$ cat src/rtl/tvr_pkg.sv
// Shared constants, codes and control types of the TARCH variance recursion block.
`default_nettype none

package tvr_pkg;

  // Lag depths and step counter width
  localparam int MAX_P       = 4;
  localparam int MAX_O       = 4;
  localparam int MAX_Q       = 4;
  localparam int COUNT_WIDTH = 16;

  // Coefficient table: omega, then alpha, gamma and beta lanes
  localparam int NTERM  = MAX_P + MAX_O + MAX_Q;
  localparam int NCOEF  = 1 + NTERM;
  localparam int COEF_W = $clog2(NCOEF);
  localparam int TERM_W = $clog2(NTERM);

  // Arithmetic widths: full product, rounded product, accumulator
  localparam int DATA_W  = 32;
  localparam int PROD_W  = 2 * DATA_W;
  localparam int RND_W   = PROD_W - 16;
  localparam int ACC_W   = RND_W + $clog2(NCOEF) + 1;
  localparam int WARM_W  = 16;
  localparam int CMP_W   = (COUNT_WIDTH > WARM_W) ? COUNT_WIDTH : WARM_W;

  // Input item kinds
  localparam logic CMD_SAMPLE = 1'b0;
  localparam logic CMD_LOAD   = 1'b1;

  // Configuration register indexes
  localparam int CFG_IDX_W = 3;
  localparam logic [CFG_IDX_W-1:0] REG_ORDER_P    = 3'd0;
  localparam logic [CFG_IDX_W-1:0] REG_ORDER_O    = 3'd1;
  localparam logic [CFG_IDX_W-1:0] REG_ORDER_Q    = 3'd2;
  localparam logic [CFG_IDX_W-1:0] REG_WARMUP     = 3'd3;
  localparam logic [CFG_IDX_W-1:0] REG_BACKCAST   = 3'd4;
  localparam logic [CFG_IDX_W-1:0] REG_SQUARE_OUT = 3'd5;

  // Commands from the controller to the datapath
  typedef struct packed {
    logic              take_sample;
    logic              take_coef;
    logic              load_backcast;
    logic              acc_init;
    logic              mul_term;
    logic [TERM_W-1:0] term;
    logic              acc_add;
    logic              sat_ht;
    logic              mul_sq;
    logic              sat_sq;
    logic              finish;
  } tvr_cmd_t;

  // Status from the datapath to the controller
  typedef struct packed {
    logic warm;
    logic square_en;
    logic out_free;
  } tvr_stat_t;

endpackage

`default_nettype wire

$ cat src/rtl/tvr_ifs.sv
// Valid/ready channel interfaces for input items and result items.
`default_nettype none

interface tvr_in_if;
  logic        valid;
  logic        ready;
  logic        cmd;
  logic        restart;
  logic [31:0] sample;
  logic [31:0] indicator_sample;
  logic [3:0]  coef_index;
  logic [31:0] coef_value;

  modport source (output valid, cmd, restart, sample, indicator_sample, coef_index,
                  coef_value, input ready);
  modport sink   (input valid, cmd, restart, sample, indicator_sample, coef_index,
                  coef_value, output ready);
endinterface

interface tvr_out_if;
  logic        valid;
  logic        ready;
  logic [31:0] variance;
  logic        saturated;

  modport source (output valid, variance, saturated, input ready);
  modport sink   (input valid, variance, saturated, output ready);
endinterface

`default_nettype wire

$ cat src/rtl/tarch_variance_recursion_core.sv
// Top level of the TARCH/GJR conditional variance recursion block.
`default_nettype none

// Streams one time step per sample beat and returns one variance beat per
// sample; coefficient-load beats return nothing. A warm-up step goes from
// START to FINISH; a computed step runs MAC, DRAIN and SAT, then SQMUL and
// SQRND with output squaring, on one shared 32x32 multiplier that walks all
// twelve lag terms one per cycle (terms beyond the configured orders count as
// zero). One item is in flight at a time; the result register lets the next
// item be accepted while a result still waits, and a finished step holds until
// that register is free. Configuration writes are meant for idle periods only.
module tarch_variance_recursion_core
  import tvr_pkg::*;
(
  input  wire logic                 clk,
  input  wire logic                 rst,
  input  wire logic                 cfg_we,
  input  wire logic [CFG_IDX_W-1:0] cfg_index,
  input  wire logic [DATA_W-1:0]    cfg_wdata,
  tvr_in_if.sink                    in_ch,
  tvr_out_if.source                 out_ch
);

  tvr_cmd_t  cmd;
  tvr_stat_t stat;

  tvr_ctrl u_ctrl (
    .clk      (clk),
    .rst      (rst),
    .in_valid (in_ch.valid),
    .in_cmd   (in_ch.cmd),
    .stat     (stat),
    .cmd      (cmd),
    .in_ready (in_ch.ready)
  );

  tvr_datapath u_datapath (
    .clk                 (clk),
    .rst                 (rst),
    .cfg_we              (cfg_we),
    .cfg_index           (cfg_index),
    .cfg_wdata           (cfg_wdata),
    .in_restart          (in_ch.restart),
    .in_sample           (in_ch.sample),
    .in_indicator_sample (in_ch.indicator_sample),
    .in_coef_index       (in_ch.coef_index),
    .in_coef_value       (in_ch.coef_value),
    .cmd                 (cmd),
    .stat                (stat),
    .out_ready           (out_ch.ready),
    .out_valid           (out_ch.valid),
    .out_variance        (out_ch.variance),
    .out_saturated       (out_ch.saturated)
  );

endmodule

`default_nettype wire

$ cat src/rtl/tvr_ctrl.sv
// Sequencer that steps one item through warm-up, multiply-accumulate and squaring.
`default_nettype none

module tvr_ctrl
  import tvr_pkg::*;
(
  input  wire logic      clk,
  input  wire logic      rst,
  input  wire logic      in_valid,
  input  wire logic      in_cmd,
  input  wire tvr_stat_t stat,
  output tvr_cmd_t       cmd,
  output logic           in_ready
);

  localparam logic [2:0] S_IDLE   = 3'd0;
  localparam logic [2:0] S_START  = 3'd1;
  localparam logic [2:0] S_MAC    = 3'd2;
  localparam logic [2:0] S_DRAIN  = 3'd3;
  localparam logic [2:0] S_SAT    = 3'd4;
  localparam logic [2:0] S_SQMUL  = 3'd5;
  localparam logic [2:0] S_SQRND  = 3'd6;
  localparam logic [2:0] S_FINISH = 3'd7;

  localparam logic [TERM_W-1:0] TERM_LAST = TERM_W'(NTERM - 1);

  logic [2:0]        state, state_next;
  logic [TERM_W-1:0] term, term_next;

  // State and term counter
  always_ff @(posedge clk) begin
    if (rst) begin
      state <= S_IDLE;
      term  <= '0;
    end else begin
      state <= state_next;
      term  <= term_next;
    end
  end

  // Next state and commands
  always_comb begin
    state_next = state;
    term_next  = term;
    in_ready   = 1'b0;
    cmd        = '0;
    cmd.term   = term;
    unique case (state)
      S_IDLE: begin
        // Ready is high here, so a valid beat is taken this cycle
        in_ready = 1'b1;
        if (in_valid) begin
          if (in_cmd == CMD_LOAD) begin
            cmd.take_coef = 1'b1;
          end else begin
            cmd.take_sample = 1'b1;
            state_next      = S_START;
          end
        end
      end
      S_START: begin
        if (stat.warm) begin
          cmd.load_backcast = 1'b1;
          state_next        = S_FINISH;
        end else begin
          cmd.acc_init = 1'b1;
          term_next    = '0;
          state_next   = S_MAC;
        end
      end
      S_MAC: begin
        cmd.mul_term = 1'b1;
        cmd.acc_add  = (term != '0);
        if (term == TERM_LAST) begin
          state_next = S_DRAIN;
        end else begin
          term_next = term + TERM_W'(1);
        end
      end
      S_DRAIN: begin
        cmd.acc_add = 1'b1;
        state_next  = S_SAT;
      end
      S_SAT: begin
        cmd.sat_ht = 1'b1;
        state_next = stat.square_en ? S_SQMUL : S_FINISH;
      end
      S_SQMUL: begin
        cmd.mul_sq = 1'b1;
        state_next = S_SQRND;
      end
      S_SQRND: begin
        cmd.sat_sq = 1'b1;
        state_next = S_FINISH;
      end
      S_FINISH: begin
        if (stat.out_free) begin
          cmd.finish = 1'b1;
          state_next = S_IDLE;
        end
      end
      default: begin
        state_next = S_IDLE;
      end
    endcase
  end

endmodule

`default_nettype wire

$ cat src/rtl/tvr_datapath.sv
// Coefficient table, lag histories, shared multiplier, accumulator and result register.
`default_nettype none

module tvr_datapath
  import tvr_pkg::*;
(
  input  wire logic                 clk,
  input  wire logic                 rst,
  input  wire logic                 cfg_we,
  input  wire logic [CFG_IDX_W-1:0] cfg_index,
  input  wire logic [DATA_W-1:0]    cfg_wdata,
  input  wire logic                 in_restart,
  input  wire logic [DATA_W-1:0]    in_sample,
  input  wire logic [DATA_W-1:0]    in_indicator_sample,
  input  wire logic [3:0]           in_coef_index,
  input  wire logic [DATA_W-1:0]    in_coef_value,
  input  wire tvr_cmd_t             cmd,
  output tvr_stat_t                 stat,
  input  wire logic                 out_ready,
  output logic                      out_valid,
  output logic [DATA_W-1:0]         out_variance,
  output logic                      out_saturated
);

  // Configuration registers
  logic [2:0]        order_p, order_o, order_q;
  logic [WARM_W-1:0] warmup_len;
  logic [DATA_W-1:0] backcast_value;
  logic              square_output;

  // Coefficients, histories, step count
  logic signed [DATA_W-1:0] coef_table [NCOEF];
  logic signed [DATA_W-1:0] sample_hist [MAX_P];
  logic signed [DATA_W-1:0] ind_hist [MAX_O];
  logic signed [DATA_W-1:0] var_hist [MAX_Q];
  logic [COUNT_WIDTH-1:0]   step_count;

  // Current item and arithmetic registers
  logic signed [DATA_W-1:0] smp, ind;
  logic signed [PROD_W-1:0] prod;
  logic signed [ACC_W-1:0]  acc;
  logic signed [DATA_W-1:0] ht, emit;
  logic                     sat_flag;

  // Term operand selection
  logic signed [DATA_W-1:0] hist_all [NTERM];
  logic                     term_en [NTERM];
  logic signed [DATA_W-1:0] coef_sel, hist_sel;
  logic signed [DATA_W-1:0] mul_a, mul_b;
  logic signed [PROD_W-1:0] prod_rnd;
  logic signed [ACC_W-1:0]  prod_rnd_acc;

  function automatic logic is_ovf(input logic [ACC_W-1:0] v);
    return !((&v[ACC_W-1:DATA_W-1]) || (~|v[ACC_W-1:DATA_W-1]));
  endfunction

  function automatic logic [DATA_W-1:0] clip32(input logic [ACC_W-1:0] v);
    logic [DATA_W-1:0] r;
    if (is_ovf(v)) begin
      r = v[ACC_W-1] ? {1'b1, {(DATA_W-1){1'b0}}} : {1'b0, {(DATA_W-1){1'b1}}};
    end else begin
      r = v[DATA_W-1:0];
    end
    return r;
  endfunction

  // Configuration writes
  always_ff @(posedge clk) begin
    if (rst) begin
      order_p        <= 3'd1;
      order_o        <= 3'd1;
      order_q        <= 3'd1;
      warmup_len     <= WARM_W'(4);
      backcast_value <= DATA_W'(65536);
      square_output  <= 1'b0;
    end else if (cfg_we) begin
      unique case (cfg_index)
        REG_ORDER_P:    order_p        <= cfg_wdata[2:0];
        REG_ORDER_O:    order_o        <= cfg_wdata[2:0];
        REG_ORDER_Q:    order_q        <= cfg_wdata[2:0];
        REG_WARMUP:     warmup_len     <= cfg_wdata[WARM_W-1:0];
        REG_BACKCAST:   backcast_value <= cfg_wdata;
        REG_SQUARE_OUT: square_output  <= cfg_wdata[0];
        default: ;
      endcase
    end
  end

  // Coefficient loads; slots past the table are dropped
  always_ff @(posedge clk) begin
    if (rst) begin
      for (int i = 0; i < NCOEF; i++) coef_table[i] <= '0;
    end else if (cmd.take_coef && (int'(in_coef_index) < NCOEF)) begin
      coef_table[COEF_W'(in_coef_index)] <= in_coef_value;
    end
  end

  // Capture the step's sample and indicator
  always_ff @(posedge clk) begin
    if (cmd.take_sample) begin
      smp <= in_sample;
      ind <= in_indicator_sample;
    end
  end

  // Histories and step count: clear on restart, shift at the end of a step
  always_ff @(posedge clk) begin
    if (rst || (cmd.take_sample && in_restart)) begin
      for (int i = 0; i < MAX_P; i++) sample_hist[i] <= '0;
      for (int i = 0; i < MAX_O; i++) ind_hist[i] <= '0;
      for (int i = 0; i < MAX_Q; i++) var_hist[i] <= '0;
      step_count <= '0;
    end else if (cmd.finish) begin
      for (int i = MAX_P - 1; i > 0; i--) sample_hist[i] <= sample_hist[i-1];
      for (int i = MAX_O - 1; i > 0; i--) ind_hist[i] <= ind_hist[i-1];
      for (int i = MAX_Q - 1; i > 0; i--) var_hist[i] <= var_hist[i-1];
      sample_hist[0] <= smp;
      ind_hist[0]    <= ind;
      var_hist[0]    <= ht;
      if (step_count != '1) step_count <= step_count + COUNT_WIDTH'(1);
    end
  end

  // Flatten the three lag groups into one term list with enables
  always_comb begin
    for (int j = 0; j < MAX_P; j++) begin
      hist_all[j] = sample_hist[j];
      term_en[j]  = (j < int'(order_p));
    end
    for (int j = 0; j < MAX_O; j++) begin
      hist_all[MAX_P+j] = ind_hist[j];
      term_en[MAX_P+j]  = (j < int'(order_o));
    end
    for (int j = 0; j < MAX_Q; j++) begin
      hist_all[MAX_P+MAX_O+j] = var_hist[j];
      term_en[MAX_P+MAX_O+j]  = (j < int'(order_q));
    end
  end

  // Terms beyond the configured orders multiply by zero
  assign coef_sel     = coef_table[COEF_W'(cmd.term) + COEF_W'(1)];
  assign hist_sel     = term_en[cmd.term] ? hist_all[cmd.term] : '0;
  assign mul_a        = cmd.mul_sq ? ht : coef_sel;
  assign mul_b        = cmd.mul_sq ? ht : hist_sel;
  assign prod_rnd     = (prod + 64'sd32768) >>> 16;
  assign prod_rnd_acc = prod_rnd[ACC_W-1:0];

  // Shared multiplier
  always_ff @(posedge clk) begin
    if (cmd.mul_term || cmd.mul_sq) begin
      prod <= mul_a * mul_b;
    end
  end

  // Accumulator seeded with omega
  always_ff @(posedge clk) begin
    if (cmd.acc_init) begin
      acc <= ACC_W'(coef_table[0]);
    end else if (cmd.acc_add) begin
      acc <= acc + prod_rnd_acc;
    end
  end

  // Variance, emitted value and clip flag
  always_ff @(posedge clk) begin
    if (cmd.load_backcast) begin
      ht       <= backcast_value;
      emit     <= backcast_value;
      sat_flag <= 1'b0;
    end else if (cmd.sat_ht) begin
      ht       <= clip32(acc);
      emit     <= clip32(acc);
      sat_flag <= is_ovf(acc);
    end else if (cmd.sat_sq) begin
      emit     <= clip32(prod_rnd_acc);
      sat_flag <= sat_flag | is_ovf(prod_rnd_acc);
    end
  end

  // Result register: hold a beat until taken
  always_ff @(posedge clk) begin
    if (rst) begin
      out_valid <= 1'b0;
    end else if (cmd.finish) begin
      out_valid <= 1'b1;
    end else if (out_ready) begin
      out_valid <= 1'b0;
    end
  end

  always_ff @(posedge clk) begin
    if (cmd.finish) begin
      out_variance  <= emit;
      out_saturated <= sat_flag;
    end
  end

  assign stat.warm      = (CMP_W'(step_count) < CMP_W'(warmup_len));
  assign stat.square_en = square_output;
  assign stat.out_free  = !out_valid;

  // A result is only written into an empty output register
  a_finish_free: assert property (@(posedge clk) disable iff (rst)
    cmd.finish |-> !out_valid)
    else $error("result written over a pending beat");

  // A restart step starts counting from zero
  a_restart_clears: assert property (@(posedge clk) disable iff (rst)
    (cmd.take_sample && in_restart) |=> (step_count == '0))
    else $error("restart did not clear step count");

  // Squaring follows its own multiply
  a_sq_order: assert property (@(posedge clk) disable iff (rst)
    cmd.sat_sq |-> $past(cmd.mul_sq))
    else $error("square rounded without a square product");

endmodule

`default_nettype wire

$ cat src/flat_wrapper.sv
// flat-port wrapper written by rule: the top's interface ports become plain ports
module tarch_variance_recursion_core_flat import tvr_pkg::*;
  (clk, rst, cfg_we, cfg_index, cfg_wdata, in_ch_valid, in_ch_cmd, in_ch_restart, in_ch_sample, in_ch_indicator_sample, in_ch_coef_index, in_ch_coef_value, in_ch_ready, out_ch_valid, out_ch_variance, out_ch_saturated, out_ch_ready);
  tvr_in_if in_ch_i ();
  tvr_out_if out_ch_i ();
  input  wire logic clk;
  input  wire logic rst;
  input  wire logic cfg_we;
  input  wire logic [CFG_IDX_W-1:0] cfg_index;
  input  wire logic [DATA_W-1:0] cfg_wdata;
  input wire logic [$bits(in_ch_i.valid)-1:0] in_ch_valid;
  input wire logic [$bits(in_ch_i.cmd)-1:0] in_ch_cmd;
  input wire logic [$bits(in_ch_i.restart)-1:0] in_ch_restart;
  input wire logic [$bits(in_ch_i.sample)-1:0] in_ch_sample;
  input wire logic [$bits(in_ch_i.indicator_sample)-1:0] in_ch_indicator_sample;
  input wire logic [$bits(in_ch_i.coef_index)-1:0] in_ch_coef_index;
  input wire logic [$bits(in_ch_i.coef_value)-1:0] in_ch_coef_value;
  output wire logic [$bits(in_ch_i.ready)-1:0] in_ch_ready;
  output wire logic [$bits(out_ch_i.valid)-1:0] out_ch_valid;
  output wire logic [$bits(out_ch_i.variance)-1:0] out_ch_variance;
  output wire logic [$bits(out_ch_i.saturated)-1:0] out_ch_saturated;
  input wire logic [$bits(out_ch_i.ready)-1:0] out_ch_ready;
  assign in_ch_i.valid = in_ch_valid;
  assign in_ch_i.cmd = in_ch_cmd;
  assign in_ch_i.restart = in_ch_restart;
  assign in_ch_i.sample = in_ch_sample;
  assign in_ch_i.indicator_sample = in_ch_indicator_sample;
  assign in_ch_i.coef_index = in_ch_coef_index;
  assign in_ch_i.coef_value = in_ch_coef_value;
  assign in_ch_ready = in_ch_i.ready;
  assign out_ch_valid = out_ch_i.valid;
  assign out_ch_variance = out_ch_i.variance;
  assign out_ch_saturated = out_ch_i.saturated;
  assign out_ch_i.ready = out_ch_ready;
  tarch_variance_recursion_core u_core (.clk(clk), .rst(rst), .cfg_we(cfg_we), .cfg_index(cfg_index), .cfg_wdata(cfg_wdata), .in_ch(in_ch_i), .out_ch(out_ch_i));
endmodule
$ cat config.mk
export PLATFORM = sky130hd
export DESIGN_NAME = tarch_variance_recursion_core_flat
export DESIGN_NICKNAME = d
export VERILOG_FILES = /design/src/rtl/tvr_pkg.sv /design/src/rtl/tvr_ifs.sv /design/src/rtl/tarch_variance_recursion_core.sv /design/src/rtl/tvr_ctrl.sv /design/src/rtl/tvr_datapath.sv /design/src/flat_wrapper.sv
export SDC_FILE = /design/constraint.sdc
export NUM_CORES = 2
export LEC_CHECK = 0
export ABC_AREA = 1
export ABC_CLOCK_PERIOD_IN_PS = 22300
export BUFFER_PORTS_ARGS = -buffer_cell sky130_fd_sc_hd__clkbuf_2
export CAP_MARGIN = 10
export CORE_MARGIN = 2
export CORE_UTILIZATION = 30
export DETAILED_ROUTE_END_ITERATION = 10
export SETUP_SLACK_MARGIN = 0.4
export SYNTH_ARGS = -nofsm -noshare
export SYNTH_HDL_FRONTEND = slang
export SYNTH_SLANG_ARGS = --single-unit
$ cat constraint.sdc
create_clock -name clk -period 22.3 [get_ports clk]
set_input_delay 4.46 -clock clk [delete_from_list [all_inputs] [get_ports clk]]
set_output_delay 4.46 -clock clk [all_outputs]
set_load 0.01 [all_outputs]
Word-level counts from Yosys, hierarchy flattened
Memories as Yosys holds them, arrays and structs flattened.
Cells that the tools add are included.
Cells by class
  $add $sub $neg: 4
  multipliers: 1
  magnitude comparators: 15
  equal/unequal tests: 20
  mux-type cells: 74
  bitwise gates (word level): 14
  reductions and logical operators: 33
Operator list (count)
  2-to-1 mux 32 bit: 27
  binary-select mux 32 bit (select 4 bit): 1
  2-to-1 mux 53 bit: 2
  adder 64 x 17 -> 64 bit (second input constant): 1
  multiplier 32 x 32 -> 64 bit: 1
  adder 53 x 48 -> 53 bit: 1
  OR reduction 32 bit: 1
  2-to-1 mux 1 bit: 28
  case mux 3 bit (8 select lines): 1
  AND reduction 22 bit: 1
  OR reduction 22 bit: 1
  == test 3 bit (second input constant): 6
  less-than comparator 1 x 3 -> 1 bit (first input constant): 6
  less-than comparator 2 x 3 -> 1 bit (first input constant): 6
  AND reduction 17 bit: 1
  OR reduction 17 bit: 1
  adder 16 x 1 -> 16 bit (second input constant): 1
  less-than comparator 16 bit: 1
  inequality test 16 bit (second input constant): 1
  2-to-1 mux 3 bit: 5
  AND reduction 2 bit: 7
  OR 1 bit: 13
  == test 3 x 2 -> 1 bit (second input constant): 4
  2-to-1 mux 4 bit: 3
  other kinds (20): 41
Storage, ports and cells
  register bits: 361
  bits in writable memories: 800
  output and inout bits: 35
  memories kept: 4
Memories
  u_core.u_datapath.coef_table: depth 13, width 32, rd ports 2, clocked after Yosys merged registers in 0, wr ports 13, line tvr_datapath.sv:32  | logic signed [DATA_W-1:0] coef_table [NCOEF];
  u_core.u_datapath.ind_hist: depth 4, width 32, rd ports 4, clocked after Yosys merged registers in 0, wr ports 4, line tvr_datapath.sv:34  | logic signed [DATA_W-1:0] ind_hist [MAX_O];
  u_core.u_datapath.sample_hist: depth 4, width 32, rd ports 4, clocked after Yosys merged registers in 0, wr ports 4, line tvr_datapath.sv:33  | logic signed [DATA_W-1:0] sample_hist [MAX_P];
  u_core.u_datapath.var_hist: depth 4, width 32, rd ports 4, clocked after Yosys merged registers in 0, wr ports 4, line tvr_datapath.sv:35  | logic signed [DATA_W-1:0] var_hist [MAX_Q];

Logic depth before layout (Yosys ltp)
  word-level depth: 9
  depth in mapped cells: 48
  gate-level depth less buffers: 39

Hierarchy
Synthesis repeated with hierarchy kept, for this count alone.
Unflattened totals
  cell total of the unflattened synthesis: 10316
  area, all modules: 95141.2 µm²
By module, submodules not included
  tvr_datapath: times used 1, cells an instance 10236, area an instance 94620.7 µm², sequential area each 36324.8 µm²
  tvr_ctrl: times used 1, cells an instance 80, area an instance 520.5 µm², sequential area each 140.1 µm²

Worst setup path after synthesis
Ideal clock, no wire load.
  path kind: in2reg
  start point: input in_ch_valid
  end point: memory u_core.u_datapath.ind_hist[0][0] (enable)
  library setup time: 0.764 ns
  arrival time: 17.795 ns
  path slack: 3.741 ns
  stages on the path: 6
  path buffers: 0
  cell sequence: inv_1 > nor3_1 > nand2_1 > nand2_2 > clkinv_1 > nand2_1
RTL lines
  start, declared: line flat_wrapper.sv:11  | input wire logic [$bits(in_ch_i.valid)-1:0] in_ch_valid;
  end, declared: line tvr_datapath.sv:34

Worst setup path in the final report
  start point: register u_core.u_ctrl.term[0]
  end point: register u_core.u_datapath.prod[53] (data pin)
On the way
  cells in the longest elaborated chain, start to end: 7
  elaborated cells between the ends (all ways): 13
  those cells by class: add/sub: 1; mul: 1; mux: 9; bitwise: 1; memory: 1
Ends and longest elaborated chain
  start, declared: line tvr_ctrl.sv:28  | logic [TERM_W-1:0] term, term_next;
  start signal, assigned: line tvr_ctrl.sv:37  | term <= term_next;
  parallel branches: the longest is 6 deep, another holds memory read (13 x 32 bit)
  multiplier 32 x 32 -> 64 bit *: line tvr_datapath.sv:151  | prod <= mul_a * mul_b;
  end signal, assigned: line tvr_datapath.sv:151
  end, declared: line tvr_datapath.sv:40  | logic signed [PROD_W-1:0] prod;
Mark *: on every way between the ends. The select of a mux whose other input is x is not followed.
A chain may end at the register's enable or synchronous reset.

==> qor.yml <==
rows: 206
cts-resized-gates: 0
min_from: "u_core.u_datapath.emit[30]"
final_core_utilization_pct: 33.16
cts_setup_buffers: 0
met3_usage_pct: 5.239
synth_cell_types: 62
ys_seq_area_share_pct: 38.52
synth_top_flop_cell: "edfxtp_1"
start_util_pct: 30.11
grt_use_met2_pct: 28.38
hold_end: "u_core.u_datapath.out_variance[30]"
critPathRequiredTime_ns: 22.79
period_minus_slack_ns: 12.80
ctsHoldBuffers: 0
r2r_slack_ns: 9.50
fp.dieW_um: 565.8
netlist_area_um2: 94670
synthCells: 10240
arrival_ns: 13.29
drtAntennaViolNets: 0
hold_viol: 0
setup_tns_ns: 0
cts_max_path_buffers: 4
hold_path.class: "flip-flop to flip-flop"
relSlewSlack_pct: 12.59
tightest_slew_ns: 1.311
timing.fmax_mhz: 78.13
rsz0062_at_grt: "false"
yosys.area_share.adder_pct: 26.20
top_level_ports: 177
hpwl_um: 232300
busiest_layer: "met2"
synth_compound_area_share_pct: 8.249
cp_slowest_cell: "fa_1"
final_common_cell: "inv_1"
grt.total_usage_pct: 19.42
clock-sinks: 1242
cts_made_buffers: 138
drc_errors: 0
grt_pass1_wl_um: 465500
drive_gt1_share_pct: 6.362
crit_top_cell: "fa_1"
h-tree-depth: 4
drt_wl_total_um: 313800
startpoint: "u_core.u_ctrl.term[0]"
wire_per_inst_um: 21.59
dr.pass1.iters: 7
cts_tree: "built"
whs_path_depth: 0
clock_latency_ns: 0.84
synthArstFlopShare_pct: 0
dr_total_vias: 71970
antenna_found_initial: 15
grt_start_max_net_pins: 193
synth_enable_flop_cells: 1159
period_share_pct: 57.39
via_per_inst: 4.951
gp_congestion: 0.9994
r2r_cells: 32
nFillCells: 32510
grt_pass1_vias: 70600
clock-root-buffer: "clkbuf_16"
synth_top_family_by_area: "adder cells"
synthMuxAreaShare_pct: 0
whs_ns: 0.4180
core_area_um2: 314500
clk_pin_slew_ns: 0.07
globalRoute.totalOverflow: 0
synth-simple-area-share_pct: 15.89
dieArea_um2: 320100
maxCapViolCount: 0
use_met1_pct: 27.42
rr_startpoint: "u_core.u_ctrl.term[0]"
ys_warn_count: 0
die_height_um: 565.8
fin_worst_skew_ns: 0.09029
layout_common_cells: "inv_1, nand2_1, nor2_1, edfxtp_1, fa_1"
synthXorXnorAreaFrac_pct: 1.183
rr_endpoint: "u_core.u_datapath.prod[53]"
area_delta_synth_final_pct: 10.15
cp-end-kind: "flip-flop"
slowest_delay_ns: 0.99
crit_path_max_fanout: 82
final_area_um2: 104300
port_buffers: 176
initialDrtViolationCount: 8210
placed_area_um2: 100000
synth-seq-cells: 1242
crit_path_start_kind: "flip-flop"
critPathKind: "flip-flop to flip-flop"
finalMaxSlewViolations: 0
syn_avg_cell_area_um2: 9.245
setup_viol: 0
nNetsFinal: 11750
status: "finished clean"
registers in the layout, summed over array words and instances, names as in the netlist, 3 cells and up:
name,count
u_core.u_datapath.order_q,3
u_core.u_datapath.emit,32
u_core.u_datapath.ind_hist,128
u_core.u_datapath.order_p,3
u_core.u_datapath.ht,32
u_core.u_datapath.order_o,3
u_core.u_datapath.ind,32
u_core.u_datapath.backcast_value,32
u_core.u_datapath.var_hist,128
u_core.u_datapath.smp,32
u_core.u_datapath.warmup_len,16
u_core.u_datapath.coef_table,512
u_core.u_ctrl.state,3
u_core.u_ctrl.term,4
u_core.u_datapath.prod,49
u_core.u_datapath.out_variance,32
u_core.u_datapath.sample_hist,128
u_core.u_datapath.acc,53
u_core.u_datapath.step_count,16
final cells by class:
cell class | instances | area [um2] | area share [%]
diodes | 3 | 7.507 | 0.007199
clock buffers | 169 | 3686 | 3.535
clock inverters | 66 | 581.8 | 0.5579
inverters | 1856 | 6980 | 6.694
multi-input cells | 6723 | 49350 | 47.32
flip-flops and latches | 1242 | 36470 | 34.98
well taps | 4160 | 5205 | 4.991
repair buffers | 318 | 1997 | 1.915
synthesized netlist by cell type, drive strengths merged, types with 83 or more instances:
cell type / n / area share [%]
ha: 251 / 3.3
fa: 1082 / 23
a21oi: 658 / 3.6
dfxtp: 83 / 1.8
inv: 1851 / 7.3
nand3: 284 / 1.5
clkbuf: 174 / 0.69
o21ai: 433 / 2.3
nor2: 1655 / 6.6
buf: 340 / 1.9
xor2: 91 / 0.84
edfxtp: 1159 / 37
nand2: 1757 / 7.0
per-stage QoR:
stage | cells | setup WS [ns]
6_report | 14540 | 9.501
5_1_grt | 14530 | 8.977
4_1_cts | 14530 | 9.637
3_5_place_dp | 14300 | 9.682
3_3_place_gp | 14300 | 9.634
2_1_floorplan | 10340 | 3.741
kinds of logic after synthesis:
kind of cell,after synthesis
compound gates,1342
xor+xnor,127
fa+ha+maj,1333
buf+inv,2370
flops,1242
other cells,1
simple gates,3825
worst max-delay path by stage:
stage | to | slack [ns] | depth (start not counted)
global route | u_core.u_datapath.prod[53] | 8.98 | 32
detailed placement | u_core.u_datapath.prod[53] | 9.68 | 32
CTS | u_core.u_datapath.prod[53] | 9.64 | 32
floorplan | u_core.u_datapath.ind_hist[0][0] | 3.74 | 6
global placement | u_core.u_datapath.prod[53] | 9.63 | 32
finish | u_core.u_datapath.prod[53] | 9.50 | 32
worst max-delay path: cells and delay by family (launching register included):
kind,cells,cell delay (ns)
XOR/XNOR,2,0.32
AND/OR/NAND/NOR,5,1.36
flip-flops,1,0.76
buffers and inverters,10,2.88
AO/OA/AOI/OAI,6,1.77
adder cells (fa/ha/maj),9,5.29
layer usage:
layer / part of all wire, % / wire length [um]
met5: 0.030 / 95
met4: 4.2 / 13100
met3: 11 / 35240
met2: 42 / 131400
met1: 43 / 133900
Power is not shown: default switching activity piles up to over one toggle a cycle in this logic, so the estimate is an artifact.
